<file path="src/rtl/ips_pkg.sv">
package ips_pkg;

    // avalanche constants
    localparam logic [63:0] PremixGolden = 64'h9e37_79b9_7f4a_7c15;
    localparam logic [63:0] AvalMulA     = 64'hff51_afd7_ed55_8ccd;
    localparam logic [63:0] AvalMulB     = 64'hc4ce_b9fe_1a85_ec53;
    localparam int unsigned XorShift     = 33;
    localparam int unsigned PremixShl    = 6;
    localparam int unsigned PremixShr    = 2;

    // field widths
    localparam int unsigned HashW  = 64;
    localparam int unsigned CountW = 7;
    localparam int unsigned IndexW = 6;
    localparam int unsigned CfgIdxW = 8;

    typedef logic [CfgIdxW-1:0] cfg_idx_t;
    typedef logic [HashW-1:0]   hash_t;
    typedef logic [CountW-1:0]  count_t;
    typedef logic [IndexW-1:0]  index_t;

    // register indexes
    localparam cfg_idx_t RegStrategy   = 8'd0;
    localparam cfg_idx_t RegHashSeed   = 8'd1;
    localparam cfg_idx_t RegPointCount = 8'd2;

    // strategy codes
    localparam logic [1:0] StratRoundRobin = 2'd0;
    localparam logic [1:0] StratHashSrc    = 2'd1;
    localparam logic [1:0] StratHashTuple  = 2'd2;
    localparam logic [1:0] StratUnused     = 2'd3;

    typedef struct packed {
        logic   none;
        count_t pick;
    } result_t;

endpackage

</file>
<file path="src/rtl/ingress_point_selector.sv">
// channel | ports                        | direction | beat
// --------+------------------------------+-----------+-----------------------------
// s_      | s_valid s_ready s_flow_*     | in        | one flow request
// m_      | m_valid m_ready m_point_*    | out       | one selection
// cfg_    | cfg_valid cfg_ready cfg_*    | in        | one register write
//
// Hash request: three pre-mix steps, then xor-shift and multiply in turn (three xor-shifts,
// two multiplies on one shared 32x32 multiplier), a 64-step modulo and a finish step.
// Round robin goes straight to the modulo; a zero count or code 3 goes straight to finish.
// s_ready is high only while the sequencer sits idle; a waiting result does not block
// the next accept, only the finish of the following one.
// aresetn is synchronous; it clears the registers, the turn counter and the control.
module ingress_point_selector #(
    parameter int MAX_POINTS = 64
) (
    input  logic              aclk,
    input  logic              aresetn,
    input  logic              s_valid,
    output logic              s_ready,
    input  ips_pkg::hash_t    s_flow_key_hash,
    output logic              m_valid,
    input  logic              m_ready,
    output ips_pkg::index_t   m_point_index,
    output logic              m_none_available,
    input  logic              cfg_valid,
    output logic              cfg_ready,
    input  ips_pkg::cfg_idx_t cfg_index,
    input  ips_pkg::hash_t    cfg_data
);
    import ips_pkg::*;

    localparam logic [10:0] MaxPts = MAX_POINTS[10:0];

    localparam logic [3:0] StIdle = 4'd0;
    localparam logic [3:0] StPreA = 4'd1;
    localparam logic [3:0] StPreB = 4'd2;
    localparam logic [3:0] StPreC = 4'd3;
    localparam logic [3:0] StXs   = 4'd4;
    localparam logic [3:0] StMul  = 4'd5;
    localparam logic [3:0] StDiv  = 4'd6;
    localparam logic [3:0] StFin  = 4'd7;

    logic [3:0]  state_reg, state_next;
    logic [1:0]  strategy_reg;
    hash_t       seed_reg;
    count_t      count_reg;
    hash_t       turn_reg, turn_next;
    hash_t       v_reg, v_next;
    hash_t       acc_reg, acc_next;
    logic [63:0] prod_reg, prod_next;
    logic [1:0]  phase_reg, phase_next;
    logic [1:0]  rnd_reg, rnd_next;
    logic [5:0]  cnt_reg, cnt_next;
    count_t      rem_reg, rem_next;
    count_t      n_reg, n_next;
    result_t     res_reg, res_next;
    logic        m_valid_reg;
    index_t      m_index_reg;
    logic        m_none_reg;

    count_t      n_eff;
    hash_t       mul_const;
    logic [31:0] mul_a, mul_b;
    logic [7:0]  div_trial;
    logic        out_free;

    assign s_ready          = (state_reg == StIdle);
    assign cfg_ready        = 1'b1;
    assign m_valid          = m_valid_reg;
    assign m_point_index    = m_index_reg;
    assign m_none_available = m_none_reg;
    assign out_free         = !m_valid_reg || m_ready;

    // saturate the configured count at capacity
    assign n_eff = ({4'b0, count_reg} > MaxPts) ? MaxPts[CountW-1:0] : count_reg;

    // shared multiplier operand select: lo*lo, lo*hi, hi*lo
    assign mul_const = (rnd_reg == 2'd1) ? AvalMulA : AvalMulB;
    assign mul_a     = (phase_reg == 2'd2) ? v_reg[63:32] : v_reg[31:0];
    assign mul_b     = (phase_reg == 2'd1) ? mul_const[63:32] : mul_const[31:0];

    assign div_trial = {rem_reg, v_reg[63]};

    always_comb begin
        state_next = state_reg;
        turn_next  = turn_reg;
        v_next     = v_reg;
        acc_next   = acc_reg;
        prod_next  = prod_reg;
        phase_next = phase_reg;
        rnd_next   = rnd_reg;
        cnt_next   = cnt_reg;
        rem_next   = rem_reg;
        n_next     = n_reg;
        res_next   = res_reg;
        unique case (state_reg)
            StIdle: begin
                if (s_valid) begin
                    n_next   = n_eff;
                    v_next   = s_flow_key_hash;
                    rem_next = '0;
                    cnt_next = '0;
                    rnd_next = '0;
                    res_next = '{none: 1'b0, pick: '0};
                    if (n_eff == '0) begin
                        res_next.none = 1'b1;
                        state_next    = StFin;
                    end else begin
                        case (strategy_reg) inside
                            StratRoundRobin: begin
                                v_next     = turn_reg;
                                turn_next  = turn_reg + 64'd1;
                                state_next = StDiv;
                            end
                            StratHashSrc, StratHashTuple: begin
                                state_next = StPreA;
                            end
                            default: begin
                                state_next = StFin;
                            end
                        endcase
                    end
                end
            end
            StPreA: begin
                acc_next   = seed_reg + PremixGolden;
                state_next = StPreB;
            end
            StPreB: begin
                acc_next   = acc_reg + (v_reg << PremixShl);
                state_next = StPreC;
            end
            StPreC: begin
                v_next     = v_reg ^ (acc_reg + (v_reg >> PremixShr));
                state_next = StXs;
            end
            StXs: begin
                v_next     = v_reg ^ (v_reg >> XorShift);
                rnd_next   = rnd_reg + 2'd1;
                phase_next = '0;
                state_next = (rnd_reg == 2'd2) ? StDiv : StMul;
            end
            StMul: begin
                // low 64 bits of v * const from three partial products
                prod_next  = 64'(mul_a) * 64'(mul_b);
                phase_next = phase_reg + 2'd1;
                case (phase_reg)
                    2'd0: acc_next = '0;
                    2'd1: acc_next = acc_reg + prod_reg;
                    2'd2: acc_next = acc_reg + {prod_reg[31:0], 32'b0};
                    default: begin
                        v_next     = acc_reg + {prod_reg[31:0], 32'b0};
                        state_next = StXs;
                    end
                endcase
            end
            StDiv: begin
                // restoring modulo, one dividend bit per cycle
                v_next   = v_reg << 1;
                cnt_next = cnt_reg + 6'd1;
                if (div_trial >= {1'b0, n_reg}) begin
                    rem_next = CountW'(div_trial - {1'b0, n_reg});
                end else begin
                    rem_next = div_trial[CountW-1:0];
                end
                if (cnt_reg == 6'd63) begin
                    res_next.pick = rem_next;
                    state_next    = StFin;
                end
            end
            StFin: begin
                if (out_free) begin
                    state_next = StIdle;
                end
            end
            default: begin
                state_next = StIdle;
            end
        endcase
    end

    always_ff @(posedge aclk) begin
        if (!aresetn) begin
            state_reg    <= StIdle;
            strategy_reg <= '0;
            seed_reg     <= '0;
            count_reg    <= '0;
            turn_reg     <= '0;
            m_valid_reg  <= 1'b0;
        end else begin
            state_reg <= state_next;
            turn_reg  <= turn_next;
            if (cfg_valid) begin
                unique case (cfg_index)
                    RegStrategy:   strategy_reg <= cfg_data[1:0];
                    RegHashSeed:   seed_reg     <= cfg_data;
                    RegPointCount: count_reg    <= cfg_data[CountW-1:0];
                    default: ;
                endcase
            end
            if (state_reg == StFin && out_free) begin
                m_valid_reg <= 1'b1;
            end else if (m_ready) begin
                m_valid_reg <= 1'b0;
            end
        end
    end

    always_ff @(posedge aclk) begin
        v_reg     <= v_next;
        acc_reg   <= acc_next;
        prod_reg  <= prod_next;
        phase_reg <= phase_next;
        rnd_reg   <= rnd_next;
        cnt_reg   <= cnt_next;
        rem_reg   <= rem_next;
        n_reg     <= n_next;
        res_reg   <= res_next;
        if (state_reg == StFin && out_free) begin
            m_index_reg <= res_reg.pick[IndexW-1:0];
            m_none_reg  <= res_reg.none;
        end
    end

    a_rr_advance: assert property (@(posedge aclk) disable iff (!aresetn)
        (s_valid && s_ready && strategy_reg == StratRoundRobin && n_eff != '0)
        |=> (turn_reg == $past(turn_reg) + 64'd1))
        else $error("turn counter did not advance on round-robin request");

    a_turn_hold: assert property (@(posedge aclk) disable iff (!aresetn)
        (state_reg != StIdle) |=> $stable(turn_reg))
        else $error("turn counter moved while busy");

    a_rem_bound: assert property (@(posedge aclk) disable iff (!aresetn)
        (state_reg == StDiv && cnt_reg != 6'd0) |-> (rem_reg < n_reg))
        else $error("modulo remainder out of range");

    a_none_zero: assert property (@(posedge aclk) disable iff (!aresetn)
        (m_valid && m_none_available) |-> (m_point_index == '0))
        else $error("nonzero index with no point available");

    a_fin_load: assert property (@(posedge aclk) disable iff (!aresetn)
        (state_reg == StFin && out_free) |=> (m_valid && state_reg == StIdle))
        else $error("finished result not loaded");

endmodule
</file>
<file path="config.mk">
export PLATFORM = sky130hd
export DESIGN_NAME = ingress_point_selector
export DESIGN_NICKNAME = d
export VERILOG_FILES = /design/src/rtl/ips_pkg.sv /design/src/rtl/ingress_point_selector.sv
export SDC_FILE = /design/constraint.sdc
export NUM_CORES = 2
export LEC_CHECK = 0
export BUFFER_PORTS_ARGS = -buffer_cell sky130_fd_sc_hd__clkbuf_2
export CAP_MARGIN = 20
export CORE_ASPECT_RATIO = 0.7
export CORE_MARGIN = 1.5
export CORE_UTILIZATION = 55
export CTS_CLUSTER_SIZE = 30
export DETAILED_ROUTE_END_ITERATION = 8
export PLACE_DENSITY = 0.78
export RECOVER_POWER = 50
export SLEW_MARGIN = 20
export SYNTH_ARGS = -nofsm -noshare
export SYNTH_HDL_FRONTEND = slang
export SYNTH_SLANG_ARGS = --single-unit
</file>
<file path="constraint.sdc">
create_clock -name aclk -period 12.4 [get_ports aclk]
set_clock_uncertainty 0.15 [all_clocks]
set_input_delay 2.48 -clock aclk [delete_from_list [all_inputs] [get_ports aclk]]
set_output_delay 2.48 -clock aclk [all_outputs]
set_load 0.02 [all_outputs]
</file>
# Yosys cells after proc, flatten, opt, wreduce, memory -nomap -nowiden
# Index checks and enable logic that the tools add are counted.
[totals]
out_inout_bits = 10
ff_bits = 372
in_bits = 141
elab_cells = 116
[classes]
n_eq_ne = 21
n_bitwise = 3
mux = 34
reduce_logical = 27
n_lt_le_gt_ge = 2
n_mul = 1
addsub = 10
[op_table]
columns = ["operator", "n"]
rows = [
  ["$pmux 64 s3", 2],
  ["$pmux 64 s5", 1],
  ["$mux 64", 4],
  ["$add 64x64->64", 3],
  ["$add 64x1->64 const B", 1],
  ["$add 64x62->64", 1],
  ["$add 64x64->64 const B", 1],
  ["$mul 32x32->64", 1],
  ["$mux 32", 2],
  ["$xor 64x31->64", 1],
  ["$xor 64x64->64", 1],
  ["$mux 62", 1],
  ["$pmux 4 s8", 1],
  ["$pmux 6 s2", 2],
  ["$mux 7", 3],
  ["$mux 6", 3],
  ["$eq 4x3->1 const B", 4],
  ["$mux 4", 4],
  ["$pmux 7 s2", 1],
  ["$reduce_and 2->1", 7],
  ["$mux 3", 3],
  ["$eq 4x2->1 const B", 2],
  ["$eq 8x1->1 const B", 1],
  ["$eq 8x2->1 const B", 1],
  ["other kinds (29)", 47],
]

# Depth between registers and ports, before layout
[depth]
ltp_word = 7
depth_mapped = 37
mapped_depth_nobuf = 34

# Least setup slack after synthesis
# No wires, ideal clock.
[synth_timing]
path_kind = "reg2reg"
startpoint = "register phase_reg[0]"
endpoint = "register prod_reg[63], data pin"
path_stages_with_launch = 32
arrival_time_ns = 8.816
period_less_slack_ns = 9.226
setup_ns = 0.260
path_slack_ns = 3.174
path_buffers = 4
required_ns = 11.990
cell_sequence = "edfxtp_1 -> inv_1 -> ha_1 -> clkbuf_1 -> clkbuf_1 -> buf_1 -> mux2_2 -> inv_1 -> nor2_1 -> fa_1 -> fa_1 -> fa_1 -> inv_1 -> fa_1 -> inv_1 -> fa_1 -> fa_1 -> fa_1 -> inv_1 -> fa_1 -> inv_1 -> ha_1 -> clkbuf_1 -> a21oi_1 -> o21bai_1 -> a21oi_1 -> or4b_1 -> o21ai_1 -> o21ai_1 -> a311o_1 -> a21oi_1 -> xnor2_1"
[synth_via]
elab_chain_len = 3
elab_cells_between_ends = 5
cone_classes = "1 x mul; 2 x eq/ne; 2 x mux"
[synth_lines]
columns = ["item", "line", "source"]
rows = [
  ["from (decl)", "ingress_point_selector.sv:51", "logic [1:0] phase_reg, phase_next;"],
  ["from (signal assigned)", "ingress_point_selector.sv:213", "phase_reg <= phase_next;"],
  ["$eq 2x2->1 or $eq 2x1->1 (tied branches)", "ingress_point_selector.sv:79, ingress_point_selector.sv:80", ""],
  ["$mux 32, on equally long branches", "ingress_point_selector.sv:79, ingress_point_selector.sv:80", ""],
  ["$mul 32x32->64 (*)", "ingress_point_selector.sv:145", "prod_next = 64'(mul_a) * 64'(mul_b);"],
  ["to (signal assigned)", "ingress_point_selector.sv:212", "prod_reg <= prod_next;"],
  ["to (decl)", "ingress_point_selector.sv:50", "logic [63:0] prod_reg, prod_next;"],
]
# Mark *: on every way between the ends. The rest lies on a longest branch, timed or not.
# A chain may end at the register's enable or synchronous reset.

# Worst setup path in the final report
[layout_timing]
startpoint = "register phase_reg[0]"
endpoint = "register prod_reg[62], data pin"
# The elaborated chain is that of the path after synthesis.

==> flow_metrics.env <==
export IMPL_rsz_0062_raised_after_global_routing="false"
export IMPL_maxClockFrequency_ghz=0.0842
export IMPL_num_rows=103
export IMPL_synthDominantAreaCellType="fa_1"
export IMPL_gp_congestion=1.12
export IMPL_routed_wl_um=273000
export IMPL_timing_critical_path_to_type="flip-flop"
export IMPL_detailroute_via_count=57400
export IMPL_floorplan_initialDensity_pct=55.5
export IMPL_crit_reg2reg_capture="prod_reg[62]"
export IMPL_cts_resized=0
export IMPL_number_of_flops_mapped_to_enable_cells_by_yosys=230
export IMPL_postCtsSetupRepairBufs=0
export IMPL_area_growth_syn_to_layout_pct=6.23
export IMPL_synth_cell_area_sq_mm=0.0627
export IMPL_drt_pass1_iterations=9
export IMPL_holdBufCountCts=0
export IMPL_area_of_the_die_sq_mm=0.116
export IMPL_cts_made_buffers=38
export IMPL_fin_setup_tns_ns=0
export IMPL_cts_buffer_depth=3
export IMPL_outcome="finished, violations left"
export IMPL_die_h_um=285
export IMPL_hold_start="res_reg[1]"
export IMPL_antenna_found_initial=28
export IMPL_max_stage_delay_ns=1.01
export IMPL_drc=28
export IMPL_cpLargestDelayFamily="adder cells"
export IMPL_die_width_um=406
export IMPL_critPathSlowestCell="nor4_1"
export IMPL_period_minus_slack_ns=11.88
export IMPL_route_antenna_remaining_nets=0
export IMPL_worst_endpoint_required_ns=12.59
export IMPL_detail_route_iter0_violations=9678
export IMPL_drv_slew=486
export IMPL_cts_tree="built"
export IMPL_share_of_the_clock_period_used_by_the_worst_path_pct=95.8
export IMPL_io_pins=151
export IMPL_synth_area_leaders="fa_1 25%, ha_1 12%, edfxtp_1 11%"
export IMPL_worst_skew_pair_late_latency_ns=0.62
export IMPL_ys_flop_type="edfxtp_1"
export IMPL_setup_reg_to_reg_worst_slack_ns=0.52
export IMPL_wp_data_arrival_ns=12.07
export IMPL_design_area_sq_mm=0.0666
export IMPL_worstReg2RegStart="phase_reg[0]"
export IMPL_critPathMostFrequentCell="fa_1"
export IMPL_yosys_register_bits=371
export IMPL_largest_net_degree_at_the_start_of_global_routing=90
export IMPL_fp_coreArea_sq_mm=0.113
export IMPL_grt_first_pass_wirelength_um=385000
export IMPL_clk_pin_slew_ns=0.07
export IMPL_cts_root_buffer_cell="clkbuf_16"
export IMPL_synth_warnings=0
export IMPL_synthArstFlopShare_pct=0
export IMPL_layout_commonest_cell="inv_1"
export IMPL_worst_pin_slew_ns=3.22
export IMPL_global_route_usage_total_pct=46.8
export IMPL_setup_viol=0
export IMPL_critPathKind="reg -> reg"
export IMPL_vias_per_cell=6.55
export IMPL_finalNetCount=8711
export IMPL_drive_above_1_share_pct=5.70
export IMPL_worst_path_max_fanout=12
export IMPL_slew_limit_headroom_pct=-114
export IMPL_h_tree_depth=2
export IMPL_synthesis_instances=7167
export IMPL_wl_per_cell_um=31.2
export IMPL_cap_viol_max_count=13
export IMPL_synth_area_per_cell_sq_um=8.74
export IMPL_first_global_vias=53500
export IMPL_port_buffers=149
export IMPL_detailed_place_hpwl_um=232000
export IMPL_worstPathBufferInverterCount=6
export IMPL_synthesis_nets=8679
export IMPL_failing_checks="DRC, capacitance limit, slew limit"
export IMPL_hp_class="reg -> reg"
export IMPL_final_cell_mix="999 x inv_1, 780 x fa_1, 747 x nand2_1, 589 x ha_1, 485 x nor2_1"
export IMPL_tritoncts_num_sinks=371
export IMPL_timing_hold_violations_final=0
export IMPL_netlist_area_leader_share_pct=24.9
export IMPL_seq_area_frac_synth_pct=15.5
export IMPL_hold_depth=0
export IMPL_reg2regPathDepth=27
export IMPL_start_kind="flip-flop"
export IMPL_placed_cell_area_sq_mm=0.0653
export IMPL_hold_path_endpoint="m_point_index[1]"
export IMPL_grt_overflow_total=0
export IMPL_synth_cell_type_count=99
==> worst max path at each step <==
| stage | cells after the start | from | end |
|---|---|---|---|
| after floorplan | 31 | phase_reg[0] | prod_reg[63] |
| after global placement | 27 | phase_reg[0] | prod_reg[62] |
| after detailed placement | 27 | phase_reg[0] | prod_reg[62] |
| after CTS | 29 | phase_reg[0] | prod_reg[62] |
| after global routing | 29 | phase_reg[0] | prod_reg[62] |
| final | 27 | phase_reg[0] | prod_reg[62] |
==> layer usage <==
| layer | GRT usage [%] | vias to the layer above | wire [um] |
|---|---|---|---|
| li1 | - | 24200 | - |
| met1 | 69.4 | 28200 | 115000 |
| met2 | 54.7 | 4462 | 94500 |
| met3 | 29.1 | 593 | 54900 |
| met4 | 11.5 | 26 | 8740 |
| met5 | 1.84 | - | 475 |
==> synth_stat cells, drive strengths merged (55+ instances only) <==
| cell type | n |
|---|---|
| o21a | 59 |
| edfxtp | 230 |
| clkbuf | 254 |
| fa | 780 |
| nor3 | 70 |
| xor2 | 207 |
| nand4 | 86 |
| o21bai | 57 |
| xnor2 | 334 |
| mux2i | 55 |
| nand2b | 77 |
| a21boi | 91 |
| and3 | 57 |
| nor2 | 486 |
| dfxtp | 141 |
| o21ai | 320 |
| nand2 | 748 |
| nand3 | 107 |
| and2 | 134 |
| inv | 1001 |
| a21o | 192 |
| ha | 591 |
| a21oi | 448 |
==> stage by stage <==
stage,cells,setup WS (ns),util (%),hold slack (ns)
floorplan,7167,3.17,-,0.250
global placement,8681,0.921,57.8,0.257
detailed placement,8681,1.42,57.8,0.255
CTS,8750,1.37,59.0,0.270
global route,8752,0.514,58.9,0.274
finish,8763,0.524,59.0,0.271
==> cells by family after synthesis <==
| family | Yosys count | synth area share (%) |
|---|---|---|
| AO/OA/AOI/OAI | 1565 | 16.2 |
| XOR/XNOR | 541 | 7.56 |
| adder cells (fa/ha/maj) | 1379 | 36.8 |
| buffers and inverters | 1293 | 7.78 |
| flip-flops | 371 | 15.5 |
| multiplexers | 93 | 1.94 |
| other | 2 | 0.0120 |
| AND/OR/NAND/NOR | 1923 | 14.1 |
==> area by class of cell <==
type,instances,area [sq um]
fillers,10100,46300
clock buffers,45,1060
multi-input cells,5503,48100
flip-flops and latches,371,9730
inverters,1006,3780
diodes,13,32.5
repair buffers,279,1670
clock inverters,24,290
well taps,1522,1900
==> worst reg2reg max path: cells and delay by family (launching register included) <==
| family | cells | cell delay (ns) |
|---|---|---|
| simple gates | 7 | 3.09 |
| flops | 1 | 0.47 |
| mux | 1 | 0.78 |
| xor+xnor | 1 | 0.14 |
| buf+inv | 6 | 1.59 |
| fa+ha+maj | 10 | 4.92 |
| compound gates | 2 | 0.49 |
Power is not shown: default switching activity piles up to over one toggle a cycle in this logic, so the estimate is an artifact.
